File: config.mk
export PLATFORM = sky130hd
export DESIGN_NAME = proximity_alert_sequencer
export DESIGN_NICKNAME = d
export VERILOG_FILES = /design/src/hw/rtl/pas_pkg.sv /design/src/hw/rtl/proximity_alert_sequencer.sv
export VERILOG_INCLUDE_DIRS = /design/src /design/src/hw/rtl
export SDC_FILE = /design/constraint.sdc
export NUM_CORES = 1
export LEC_CHECK = 0
export BUFFER_PORTS_ARGS = -buffer_cell sky130_fd_sc_hd__buf_2
export CORE_ASPECT_RATIO = 1.1
export CORE_MARGIN = 4
export CORE_UTILIZATION = 45
export DETAILED_ROUTE_END_ITERATION = 7
export GPL_TIMING_DRIVEN = 0
export PLACE_DENSITY = 0.74
export SYNTH_ARGS = -nofsm -noshare
export SYNTH_HDL_FRONTEND = slang
export SYNTH_SLANG_ARGS = --single-unit
File: constraint.sdc
create_clock -name clk -period 9.9 [get_ports clk]
set_clock_uncertainty 0.05 [all_clocks]
set_input_delay 1.98 -clock clk [delete_from_list [all_inputs] [get_ports clk]]
set_output_delay 1.98 -clock clk [all_outputs]
set_load 0.1 [all_outputs]
File: src/hw/rtl/proximity_alert_sequencer_assert.svh
// Assertion macros shared by the proximity alert sequencer RTL.
// Each macro uses the enclosing module's clk and rst.
`ifndef PROXIMITY_ALERT_SEQUENCER_ASSERT_SVH
`define PROXIMITY_ALERT_SEQUENCER_ASSERT_SVH

// The consequent holds in the same cycle as the antecedent.
`define PAS_ASSERT_HOLDS(label, ante, cons) \
  label: assert property (@(posedge clk) disable iff (rst) (ante) |-> (cons)) \
    else $error("proximity alert sequencer check failed");

// The consequent holds in the cycle after the antecedent.
`define PAS_ASSERT_NEXT(label, ante, cons) \
  label: assert property (@(posedge clk) disable iff (rst) (ante) |=> (cons)) \
    else $error("proximity alert sequencer check failed");

`endif

File: src/hw/rtl/pas_pkg.sv
package pas_pkg;

  localparam int CFG_INDEX_BITS = 3;
  localparam int CFG_DATA_BITS  = 16;

  typedef enum logic [1:0] {
    LVL_OK   = 2'd0,
    LVL_WARN = 2'd1,
    LVL_CRIT = 2'd2
  } level_t;

  typedef enum logic [CFG_INDEX_BITS-1:0] {
    REG_NEAR_THRESHOLD = 3'd0,
    REG_WARNING_TIME   = 3'd1,
    REG_CRITICAL_TIME  = 3'd2,
    REG_PULSE_LENGTH   = 3'd3,
    REG_PULSE_PAUSE    = 3'd4,
    REG_PULSE_COUNT    = 3'd5,
    REG_BLINK_PERIOD   = 3'd6
  } reg_index_t;

  localparam logic [14:0] NEAR_THRESHOLD_RESET = 15'd800;
  localparam logic [15:0] WARNING_TIME_RESET   = 16'd3000;
  localparam logic [15:0] CRITICAL_TIME_RESET  = 16'd3000;
  localparam logic [15:0] PULSE_LENGTH_RESET   = 16'd200;
  localparam logic [15:0] PULSE_PAUSE_RESET    = 16'd200;
  localparam logic [3:0]  PULSE_COUNT_RESET    = 4'd3;
  localparam logic [15:0] BLINK_PERIOD_RESET   = 16'd500;

endpackage

File: src/hw/rtl/proximity_alert_sequencer.sv
// Proximity alert sequencer.
// Input channel: in_valid/in_stall carry now_ms (millisecond timestamp) and
// distance (signed Q12.4 cm). An item is taken when in_valid is high and
// in_stall is low. Each input item produces exactly one result item.
// Output channel: out_valid/out_stall carry the LED drives, the buzzer drive
// and alert_level. The receiver holds out_stall high to keep a result.
// Configuration: cfg_valid/cfg_ready write cfg_data into register cfg_index;
// cfg_ready is always high and writes are meant for an idle block.
// The accepting edge loads the input register; a later edge on which the
// output is not stalled updates the state and loads the result register.
// Throughput is one item per cycle while the receiver does not stall.
// When the receiver stalls, the held result stays, one more item may sit in
// the input register, and in_stall rises until the result is taken.
// Synchronous reset returns the level to ok, clears all timers and flags,
// empties both registers and loads the default configuration values.
module proximity_alert_sequencer #(
  parameter int TIME_BITS = 32
) (
  input  logic                                clk,
  input  logic                                rst,
  input  logic                                in_valid,
  output logic                                in_stall,
  input  logic [31:0]                         now_ms,
  input  logic signed [15:0]                  distance,
  output logic                                out_valid,
  input  logic                                out_stall,
  output logic                                red_on,
  output logic                                green_on,
  output logic                                blue_on,
  output logic                                buzzer_on,
  output logic [1:0]                          alert_level,
  input  logic                                cfg_valid,
  output logic                                cfg_ready,
  input  logic [pas_pkg::CFG_INDEX_BITS-1:0]  cfg_index,
  input  logic [pas_pkg::CFG_DATA_BITS-1:0]   cfg_data
);
  import pas_pkg::*;

  `include "proximity_alert_sequencer_assert.svh"

  localparam int CW = (TIME_BITS > 17) ? TIME_BITS : 17;

  typedef logic [TIME_BITS-1:0] time_t;

  typedef struct packed {
    level_t     level;
    time_t      level_start;
    time_t      pulse_start;
    time_t      blink_start;
    logic [3:0] pulses_done;
    logic       buzzing;
    logic       single_beep_done;
    logic       pattern_active;
    logic       lamp_phase;
  } seq_state_t;

  function automatic seq_state_t enter_level(level_t nxt, time_t now);
    seq_state_t r;
    r.level            = nxt;
    r.level_start      = now;
    r.pulse_start      = now;
    r.blink_start      = now;
    r.pulses_done      = 4'd0;
    r.buzzing          = (nxt == LVL_WARN) || (nxt == LVL_CRIT);
    r.single_beep_done = 1'b0;
    r.pattern_active   = (nxt == LVL_CRIT);
    r.lamp_phase       = 1'b0;
    return r;
  endfunction

  logic [14:0] near_threshold;
  logic [15:0] warning_time;
  logic [15:0] critical_time;
  logic [15:0] pulse_length;
  logic [15:0] pulse_pause;
  logic [3:0]  pulse_count;
  logic [15:0] blink_period;

  logic               in_q_valid;
  time_t              now_q;
  logic signed [15:0] dist_q;

  seq_state_t st;
  seq_state_t st_next;
  seq_state_t s;
  time_t      elapsed;
  logic       near;
  logic       advance;
  logic       red_next;
  logic       green_next;

  assign cfg_ready = 1'b1;
  assign blue_on   = 1'b0;
  assign advance   = !out_valid || !out_stall;
  assign in_stall  = in_q_valid && !advance;
  assign near      = !dist_q[15] && (dist_q[14:0] < near_threshold);

  always_ff @(posedge clk) begin
    if (rst) begin
      near_threshold <= NEAR_THRESHOLD_RESET;
      warning_time   <= WARNING_TIME_RESET;
      critical_time  <= CRITICAL_TIME_RESET;
      pulse_length   <= PULSE_LENGTH_RESET;
      pulse_pause    <= PULSE_PAUSE_RESET;
      pulse_count    <= PULSE_COUNT_RESET;
      blink_period   <= BLINK_PERIOD_RESET;
    end else if (cfg_valid && cfg_ready) begin
      unique case (cfg_index)
        REG_NEAR_THRESHOLD: near_threshold <= cfg_data[14:0];
        REG_WARNING_TIME:   warning_time   <= cfg_data;
        REG_CRITICAL_TIME:  critical_time  <= cfg_data;
        REG_PULSE_LENGTH:   pulse_length   <= cfg_data;
        REG_PULSE_PAUSE:    pulse_pause    <= cfg_data;
        REG_PULSE_COUNT:    pulse_count    <= cfg_data[3:0];
        REG_BLINK_PERIOD:   blink_period   <= cfg_data;
        default: ;
      endcase
    end
  end

  always_comb begin
    s          = st;
    elapsed    = '0;
    red_next   = 1'b0;
    green_next = 1'b0;

    if (near) begin
      if (s.level == LVL_OK) begin
        s = enter_level(LVL_WARN, now_q);
      end
      elapsed = now_q - s.level_start;
      if (s.level == LVL_WARN && CW'(elapsed) >= CW'(warning_time)) begin
        s = enter_level(LVL_CRIT, now_q);
      end else if (s.level == LVL_CRIT &&
                   CW'(elapsed) >= CW'(warning_time) + CW'(critical_time)) begin
        s = enter_level(LVL_WARN, now_q);
      end
    end else if (s.level != LVL_OK) begin
      s = enter_level(LVL_OK, now_q);
    end

    unique case (s.level)
      LVL_WARN: begin
        if (!s.single_beep_done && s.buzzing &&
            CW'(now_q - s.pulse_start) >= CW'(pulse_length)) begin
          s.buzzing          = 1'b0;
          s.single_beep_done = 1'b1;
        end
      end
      LVL_CRIT: begin
        if (s.pattern_active) begin
          priority if (s.pulses_done >= pulse_count) begin
            s.buzzing        = 1'b0;
            s.pattern_active = 1'b0;
          end else if (s.buzzing &&
                       CW'(now_q - s.pulse_start) >= CW'(pulse_length)) begin
            s.buzzing     = 1'b0;
            s.pulse_start = now_q;
          end else if (!s.buzzing &&
                       CW'(now_q - s.pulse_start) >= CW'(pulse_pause)) begin
            s.pulses_done = 4'(s.pulses_done + 4'd1);
            if (s.pulses_done < pulse_count) begin
              s.buzzing     = 1'b1;
              s.pulse_start = now_q;
            end else begin
              s.buzzing        = 1'b0;
              s.pattern_active = 1'b0;
            end
          end else begin
            // The current pulse or pause is still running.
          end
        end
      end
      default: begin
        s.buzzing = 1'b0;
      end
    endcase

    if (s.level != LVL_OK) begin
      if (CW'(now_q - s.blink_start) >= CW'(blink_period)) begin
        s.blink_start = now_q;
        s.lamp_phase  = !s.lamp_phase;
      end
      red_next   = s.lamp_phase;
      green_next = s.lamp_phase && (s.level == LVL_WARN);
    end

    st_next = s;
  end

  always_ff @(posedge clk) begin
    if (rst) begin
      in_q_valid <= 1'b0;
      out_valid  <= 1'b0;
      st         <= '{level: LVL_OK, level_start: '0, pulse_start: '0,
                      blink_start: '0, pulses_done: 4'd0, buzzing: 1'b0,
                      single_beep_done: 1'b0, pattern_active: 1'b0,
                      lamp_phase: 1'b0};
    end else begin
      if (!in_stall) begin
        in_q_valid <= in_valid;
      end
      if (advance) begin
        out_valid <= in_q_valid;
        if (in_q_valid) begin
          st <= st_next;
        end
      end
    end
  end

  always_ff @(posedge clk) begin
    if (in_valid && !in_stall) begin
      now_q  <= TIME_BITS'(now_ms);
      dist_q <= distance;
    end
    if (advance && in_q_valid) begin
      red_on      <= red_next;
      green_on    <= green_next;
      buzzer_on   <= st_next.buzzing;
      alert_level <= st_next.level;
    end
  end

  `PAS_ASSERT_HOLDS(a_ok_is_quiet, st.level == LVL_OK, !st.buzzing && !st.pattern_active && !st.lamp_phase)
  `PAS_ASSERT_HOLDS(a_pattern_only_critical, st.pattern_active, st.level == LVL_CRIT)
  `PAS_ASSERT_HOLDS(a_ok_result_dark, out_valid && alert_level == LVL_OK, !red_on && !green_on && !buzzer_on)
  `PAS_ASSERT_NEXT(a_item_reaches_output, in_q_valid && advance, out_valid)

endmodule
Word-level counts from Yosys, hierarchy flattened
Cells that the tools add are included.

Add/sub/neg operators: 5. Magnitude comparators: 8. Eq/ne operators: 10. Mux-type cells: 33. Reductions and logical operators: 34.

Operators with widths (count): $mux W106 (6); $mux W32 (8); $ge A32 B16 Y1 (4); $sub A32 B32 Y32 (3); $ge A32 B17 Y1 (1); $add A16 B16 Y17 (1); $reduce_and A2 Y1 (8); $lt A15 B15 Y1 (1); $mux W1 (12); $mux W4 (3); $logic_and A1 B1 Y1 (11); $mux W5 (2); $eq A3 B3 Y1 const B (3); $logic_not A1 Y1 (8); $eq A3 B2 Y1 const B (2); $reduce_bool A2 Y1 (3); $add A4 B1 Y4 const B (1); $eq A2 B1 Y1 const B (2); $eq A2 B2 Y1 const B (2); $ge A4 B4 Y1 (1); $lt A4 B4 Y1 (1); $eq A3 B1 Y1 const B (1); $logic_not A3 Y1 (1); $reduce_and A3 Y1 (1); other kinds (4) (4).

Bits in registers: 260. Input port bits: 72.

Logic depth before layout (Yosys ltp)
Gate-level depths: netlist of the first run.

Word-level depth: 17. Gate-level depth with buffers: 61. Gate-level depth less buffers: 54.

Least setup slack after synthesis of the first run
OpenSTA, ideal clock, no wires.

Path kind: register to register. Start point: register st[104] in the netlist's numbering. End point: register st[11] in the netlist's numbering. Library setup time: 128 ps. Arrival: 10665 ps. Required time: 9722 ps. Path slack: -943 ps. Cell stages (with the launch flop): 61. Buffers on the path: 11. Clock period less this slack: 10843 ps. Path through: dfxtp_1 -> buf_6 -> nor2_4 -> buf_6 -> buf_4 -> clkbuf_1 -> clkbuf_1 -> mux2i_1 -> ha_1 -> clkbuf_1 -> nor4bb_1 -> a311o_1 -> a31oi_1 -> o31ai_2 -> nand2_1 -> nand2_1 -> a21oi_1 -> xnor2_1 -> [... 25 more ...] -> xnor2_1 -> ha_1 -> a21oi_1 -> nor2b_1 -> o21ai_0 -> nand4_1 -> nor3_1 -> o221ai_1 -> or4_1 -> nor4_1 -> nand4_1 -> nor2_1 -> a41o_1 -> a21o_1 -> clkbuf_1 -> buf_2 -> mux2i_1 -> nor2_1.

Word-level cells in the longest chain between the ends: 13. Elaborated cells between the ends (all ways): 20. Those cells by class: add/sub: 2; order compare: 3; eq/ne: 2; mux: 8; reduce/logical: 5.

RTL lines: start, declared (RTL line proximity_alert_sequencer.sv:83) `seq_state_t st;`; start signal, assigned (RTL line proximity_alert_sequencer.sv:195) `st <= '{level: LVL_OK, level_start: '0, pulse_start: '0,`; start signal, assigned (RTL line proximity_alert_sequencer.sv:206) `st <= st_next;`; $logic_not A2 Y1 (RTL line proximity_alert_sequencer.sv:128) `if (s.level == LVL_OK) begin`; $mux W106 (RTL line proximity_alert_sequencer.sv:128); $mux W106 (RTL line proximity_alert_sequencer.sv:127) `if (near) begin`; $sub A32 B32 Y32 (RTL line proximity_alert_sequencer.sv:131) `elapsed = now_q - s.level_start;`; $ge A32 B17 Y1 (RTL line proximity_alert_sequencer.sv:135) `CW'(elapsed) >= CW'(warning_time) + CW'(critical_time)) begin`; $logic_and A1 B1 Y1 (RTL line proximity_alert_sequencer.sv:134) `end else if (s.level == LVL_CRIT &&`; $mux W106 (RTL line proximity_alert_sequencer.sv:134); $mux W106 (RTL line proximity_alert_sequencer.sv:132) `if (s.level == LVL_WARN && CW'(elapsed) >= CW'(warning_time)) begin`; $mux W106 (*) (RTL line proximity_alert_sequencer.sv:127); $sub A32 B32 Y32 (RTL line proximity_alert_sequencer.sv:180) `if (CW'(now_q - s.blink_start) >= CW'(blink_period)) begin`; $ge A32 B16 Y1 (RTL line proximity_alert_sequencer.sv:180); $mux W32 (RTL line proximity_alert_sequencer.sv:180); $mux W32 (*) (RTL line proximity_alert_sequencer.sv:179) `if (s.level != LVL_OK) begin`.

Mark *: on every way between the ends. The rest lies on a longest branch, timed or not. The select of a mux whose other input is x is not followed. A chain may end at the register's enable or synchronous reset.

Worst setup path in the final report of the first run
Start point: register st[105] in the netlist's numbering. End point: register green_on, data pin.

Word-level cells in the longest chain between the ends: 14. Elaborated cells between the ends (all ways): 23. Those cells by class: add/sub: 2; order compare: 3; eq/ne: 3; mux: 8; reduce/logical: 7.

RTL lines: $logic_not A2 Y1 (RTL line proximity_alert_sequencer.sv:128); $mux W106 (RTL line proximity_alert_sequencer.sv:128); $mux W106 (RTL line proximity_alert_sequencer.sv:127); $sub A32 B32 Y32 (RTL line proximity_alert_sequencer.sv:131); $ge A32 B17 Y1 (RTL line proximity_alert_sequencer.sv:135); $logic_and A1 B1 Y1 (RTL line proximity_alert_sequencer.sv:134); $mux W106 (RTL line proximity_alert_sequencer.sv:134); $mux W106 (RTL line proximity_alert_sequencer.sv:132); $mux W106 (*) (RTL line proximity_alert_sequencer.sv:127); $sub A32 B32 Y32 (RTL line proximity_alert_sequencer.sv:180); $ge A32 B16 Y1 (RTL line proximity_alert_sequencer.sv:180); $mux W1 (RTL line proximity_alert_sequencer.sv:180); $mux W1 (RTL line proximity_alert_sequencer.sv:179); $logic_and A1 B1 Y1 (RTL line proximity_alert_sequencer.sv:185) `green_next = s.lamp_phase && (s.level == LVL_WARN);`; end signal, assigned (RTL line proximity_alert_sequencer.sv:219) `green_on <= green_next;`; end, declared (RTL line proximity_alert_sequencer.sv:28) `output logic green_on,`.

Marked as above.

==> impl_metrics.yaml, run 1 <==
route:
  wl_per_cell_um: 18.7
  drc: 0
  via_count: 17800
  firstDrtPassIters: 6
  detail_route.wirelength_um: 57100
  via_per_inst: 5.84
  antenna_left: 0
  drt_iter0_drc: 1374
worst_setup_path:
  critical_path_peak_fanout: 10
  start_kind: "flip-flop"
  worst_ep_required_time_ns: 10.22
  critPathTopFamily: "compound AO/OA/AOI/OAI gates"
  endpoint_kind: "flip-flop"
  arrival_ns: 10.76
  crit_buf_inv: 11
  path_class: "reg -> reg"
  critPathSlowestCell: "or4_1"
  slowest_delay_ns: 0.54
  critPathMostFrequentCell: "buf_4"
grt:
  grt_max_degree: 27
  grt_use_total_pct: 23.6
  antenna_found_initial: 0
  grt_pass1_vias: 17500
  grt-ovfl-total: 0
  grt_pass1_wl_um: 88900
die:
  core_mm2: 0.0416
  die_w_um: 204
  die_area_mm2: 0.0458
  rows: 78
  initial_core_util_pct: 45.9
  die_y_um: 224
  io_pins: 81
logic_synthesis:
  yosysWarnings: 0
  seq_area_frac_synth_pct: 30.1
  ys_async_sr_fraction_pct: 0
  syn_avg_cell_area_um2: 8.27
  synth-main-ff-cell: "dfxtp_1"
  synth_area_mm2: 0.0191
  synthCells: 2307
  ys_ff_latch: 260
  synth-edff-count: 53
  synth_nets: 2591
  synth_cell_types: 98
pwr:
  powerDensity_mw_per_mm2: 142
  p_leak_uw: 0.00970
  vdd_drop_max_mv: 0.145
cells_and_area:
  design_area_mm2: 0.0224
  num_antenna_cells: 0
  regArea_mm2: 0.00574
  fin_cells: 3050
  fin_util_pct: 53.9
  fill_cells: 3736
  layout.nets: 2753
  layout_common_cells: "nand2_1, a21oi_1, dfxtp_1"
  multi_input_area_mm2: 0.0129
  syn2layout_area_growth_pct: 17.5
  mostFrequentLayoutCell: "nand2_1"
  drive_gt1_share_pct: 14.2
run:
  maxCapViolations: 0
sta:
  finalHoldViolCount: 0
  tightestPinTransition_ns: 1.14
  final.setup.worst_slack_ns: -0.536
  setup_viol: 35
  clock.fmax_mhz: 95.8
  maxSlewHeadroom_pct: 23.3
  rsz0062_at_grt: "yes"
  period_needed_ns: 10.44
  fin_crit_sh_pct: 105
  setup_tns_ns: -15.03
  maxSlewViolCount: 0
status:
  violations: "setup timing"
  outcome: "finished, violations left"
place:
  gp_congestion: 0.973
  place_hpwl_um: 42700
  post_dp_cell_area_mm2: 0.0203
  numPortBuffers: 75
  dp_cells: 2943
  dp_slack_ns: -2.88
worst_hold_path:
  hold_path.class: "reg -> reg"
cts:
  htreeDepth: 1
  cts_tree: "yes"
  clockBufferDepth: 3
  numCtsBuffers: 27
  clk_pin_slew_ns: 0.06
  clkLatencyLatePin_ns: 0.56
  cts_root_buffer: "clkbuf_16"
  clock-sinks: 260
-- state kept, by name (all words and copies together) (netlist names) --
signal          cells
buzzer_on           1
pulse_length       16
red_on              1
out_valid           1
st                106
green_on            1
in_q_valid          1
pulse_count         4
critical_time      16
now_q              32
dist_q             16
pulse_pause        16
warning_time       16
alert_level         2
blink_period       16
near_threshold     15
-- tightest hold or removal path: cells and delay by family, from the launching register on --
family,cells,cell delay (ns)
DFF,1,0.31
AOI/OAI and AO/OA,1,0.05
and+or+nand+nor,1,0.05
-- area by class of cell --
type                            count  share of cell area (%)
Multi-Input combinational cell   1804                    57.5
Sequential cell                   260                    25.6
Timing Repair Buffer              146                    4.52
Clock buffer                       38                    3.38
Tap cell                          560                    3.12
Buffer                             92                    2.96
Inverter                          138                    2.31
Clock inverter                     12                   0.625
-- power by group --
group	total (uW)	internal (uW)	leakage [uW]	switching, uW
clock	1040	611	0.000443	432
combinational	998	418	0.00706	579
sequential	1160	1120	0.00220	39.1
total	3200	2150	0.00970	1050
-- cells in the mapped netlist, drive strengths merged, types with 4 or more instances --
cell type | instances | area share, %
nand2b | 37 | 1.2
a21boi | 9 | 0.35
o31ai | 9 | 0.41
clkbuf | 79 | 1.6
buf | 26 | 1.1
a22oi | 5 | 0.20
maj3 | 6 | 0.32
nor2b | 31 | 1.0
edfxtp | 53 | 8.3
and3 | 19 | 0.62
xnor2 | 52 | 2.4
inv | 138 | 2.7
mux2 | 4 | 0.24
or2 | 10 | 0.33
o21bai | 9 | 0.35
a21oi | 237 | 6.2
ha | 209 | 14
nor4 | 10 | 0.36
a211oi | 10 | 0.42
o221ai | 4 | 0.18
or3 | 6 | 0.22
a2111oi | 4 | 0.18
a31o | 5 | 0.23
o211ai | 46 | 1.9
a31oi | 15 | 0.57
nand3 | 45 | 1.2
dfxtp | 207 | 22
o21a | 19 | 0.75
a21o | 90 | 3.5
nor2 | 119 | 2.5
nor3 | 22 | 0.58
o21ai | 94 | 2.5
a211o | 6 | 0.28
nand2 | 380 | 7.5
o31a | 4 | 0.18
a221oi | 5 | 0.26
mux2i | 151 | 7.9
a311oi | 5 | 0.23
o2111ai | 6 | 0.28
or4 | 4 | 0.16
and2 | 12 | 0.41
xor2 | 26 | 1.2
nand4 | 28 | 0.92
-- final timing paths --
kind	start	end	slack (ns)	cells past startpoint
worst min-delay path	pulse_pause[11]	pulse_pause[11]	0.41	2
worst max-delay path	st[105]	green_on	-0.54	47
worst max register to register	st[105]	green_on	-0.54	47
worst min register to register	pulse_pause[11]	pulse_pause[11]	0.41	2
-- cells by family after synthesis --
| family | share of synthesized area, % |
|---|---|
| flip-flops | 30.1 |
| multiplexers | 8.16 |
| AO/OA/AOI/OAI | 20.8 |
| buffers and inverters | 5.38 |
| other | 0.0394 |
| XOR/XNOR | 3.62 |
| AND/OR/NAND/NOR | 17.6 |
| adder cells (fa/ha/maj) | 14.3 |
-- routing by layer --
| layer | wire length, um | up-vias | global-route usage [%] |
|---|---|---|---|
| li1 | - | 8541 | - |
| met3 | 3430 | 181 | 2.30 |
| met1 | 23000 | 8415 | 28.8 |
| met4 | 3000 | 0 | 11.5 |
| met2 | 27700 | 666 | 41.7 |
| met5 | 0 | - | 0 |
-- what timing repair did --
action                                  in CTS  in global routing
setup buffers                               37                 29
gates resized for setup                    106                 77
endpoints found under the setup margin      75                 75
gates cloned                                 2                  2
pin swaps                                   48                 64
hold buffers                                 0                  0
-- metrics by stage --
step / power, uW / hold slack, ns
5_1_grt: 3340 / 0.422
3_3_place_gp: 2010 / 0.393
4_1_cts: 3140 / 0.405
3_5_place_dp: 2040 / 0.397
2_1_floorplan: 1800 / 0.382
6_report: 3200 / 0.405
No activity file was read; power rests on OpenSTA's default activity.
==> run 2: changes to the inputs <==
--- a/config.mk
+++ b/config.mk
@@ -13,6 +13,7 @@
 export DETAILED_ROUTE_END_ITERATION = 7
 export GPL_TIMING_DRIVEN = 0
 export PLACE_DENSITY = 0.74
+export SETUP_SLACK_MARGIN = 0.3
 export SYNTH_ARGS = -nofsm -noshare
 export SYNTH_HDL_FRONTEND = slang
 export SYNTH_SLANG_ARGS = --single-unit
==> impl_metrics.yaml, run 2 (synthesis gave the netlist of run 1 again) <==
route:
  detail_route.wirelength_um: 56500
  drc: 0
  via_count: 17700
  antenna_left: 0
  via_per_inst: 5.79
  wl_per_cell_um: 18.5
  firstDrtPassIters: 6
  drt_iter0_drc: 1377
cells_and_area:
  layout.nets: 2758
  mostFrequentLayoutCell: "nand2_1"
  drive_gt1_share_pct: 14.0
  design_area_mm2: 0.0224
  syn2layout_area_growth_pct: 17.2
  layout_common_cells: "nand2_1, a21oi_1, ha_1"
  num_antenna_cells: 0
  regMostFlops: "st"
  fin_util_pct: 53.8
  largest_reg_flops: 106
  fin_cells: 3056
  reg_top3: "st x106, now_q x32"
cts:
  numCtsBuffers: 28
  cts_root_buffer: "clkbuf_16"
  htreeDepth: 1
  cts_tree: "yes"
  postCtsHoldBufs: 0
  clkLatencyLatePin_ns: 0.57
  clk_pin_slew_ns: 0.07
  clockBufferDepth: 3
  clock-sinks: 260
run:
  maxCapViolations: 0
worst_setup_path:
  critPathMostFrequentCell: "buf_6"
  critPathSlowestCell: "or4_4"
  endpoint_kind: "flip-flop"
  slowest_delay_ns: 0.52
  worst_ep_required_time_ns: 10.22
  rrSetupSlack_ns: -0.43
  critical_path_peak_fanout: 10
  r2r_cells: 52
  r2r_end: "green_on"
  start_kind: "flip-flop"
  arrival_ns: 10.65
  path_class: "reg -> reg"
  rr_startpoint: "st[104]"
die:
  die_y_um: 224
  rows: 78
  die_w_um: 204
  die_area_mm2: 0.0458
  initial_core_util_pct: 45.9
  io_pins: 81
  core_mm2: 0.0416
pwr:
  powerDensity_mw_per_mm2: 143
  p_leak_uw: 0.00966
  vdd_drop_max_mv: 0.150
worst_hold_path:
  hold_end: "pulse_pause[9]"
  hold_path.class: "reg -> reg"
  hold_start: "pulse_pause[9]"
  hold_depth: 2
sta:
  tightestPinTransition_ns: 1.22
  setup_tns_ns: -12.75
  final.setup.worst_slack_ns: -0.426
  finalHoldViolCount: 0
  rsz0062_at_grt: "yes"
  clock.fmax_mhz: 96.8
  maxSlewViolCount: 0
  period_needed_ns: 10.33
  fin_crit_sh_pct: 104
  maxSlewHeadroom_pct: 18.0
  setup_viol: 35
grt:
  grt_pass1_wl_um: 88600
  grt_max_degree: 28
  antenna_found_initial: 0
  grt_use_total_pct: 23.6
  grt_pass1_vias: 17500
  grt-ovfl-total: 0
place:
  numPortBuffers: 75
  post_dp_cell_area_mm2: 0.0203
  gp_congestion: 0.942
  dp_cells: 2943
  dp_slack_ns: -2.16
  place_hpwl_um: 42600
status:
  violations: "setup timing"
  outcome: "finished, violations left"
-- run 2: cell count changes in the layout (fill, tap and decap cells not counted), moves of 3 or more --
cell / change
clkbuf_8: -3
dfxtp_2: +4
ha_1: +4
clkinvlp_4: +3
clkbuf_2: +7
buf_4: -5
-- run 2: report_power, final --
group | internal, uW | switching, uW
Clock | 594 | 460
Sequential | 1120 | 38.3
Combinational | 413 | 575
-- run 2: area by class of cell --
cell class | instances | area (um^2)
fill | 3806 | 19200
multi-input combinational | 1804 | 12800
sequential | 260 | 5740
timing repair buffer | 137 | 932
clock inverter | 13 | 130
buffer | 105 | 737
clock buffer | 39 | 793
tap | 560 | 701
inverter | 138 | 518
-- run 2: routing by layer --
metal | track usage (%) | share of wire [%] | routed length, um
met5 | 0 | 0 | 0
met1 | 28.2 | 40 | 22600
met2 | 42.4 | 49 | 27900
met3 | 2.33 | 5.4 | 3050
met4 | 11.1 | 5.3 | 2970
-- run 2: timing repair --
action / CTS / global route
endpoints found under the setup margin: 75 / 75
pin swaps: 57 / 62
cloned: 1 / 2
gates resized for setup: 92 / 73
buffers inserted: 43 / 15
-- run 2: metrics by stage --
step | hold slack [ns] | total power (uW)
finish | 0.404 | 3200
global route | 0.417 | 3350
CTS | 0.405 | 3160
detailed placement | 0.397 | 2040
global placement | 0.392 | 2020
floorplan | 0.382 | 1810
-- run 2: critical path: cells and delay by family, from the launching register on --
kind                       cells  cell delay, ns
DFF                            1            0.32
xor gates and xnor gates       2            0.25
AOI/OAI and AO/OA             17            3.66
adders and majority gates      4            1.02
buffers and inverters         12            1.56
muxes                          2            0.48
and+or+nand+nor               15            2.77
-- run 2: worst max-delay path by stage --
stage	startpoint	end	slack, ns	cells past startpoint
detailed placement	st[104]	green_on	-2.16	54
floorplan	st[104]	green_on	0.33	58
CTS	st[104]	green_on	-0.48	58
global placement	st[104]	green_on	-1.97	54
finish	st[104]	green_on	-0.43	52
global route	critical_time[0]	st[15]	-0.87	59
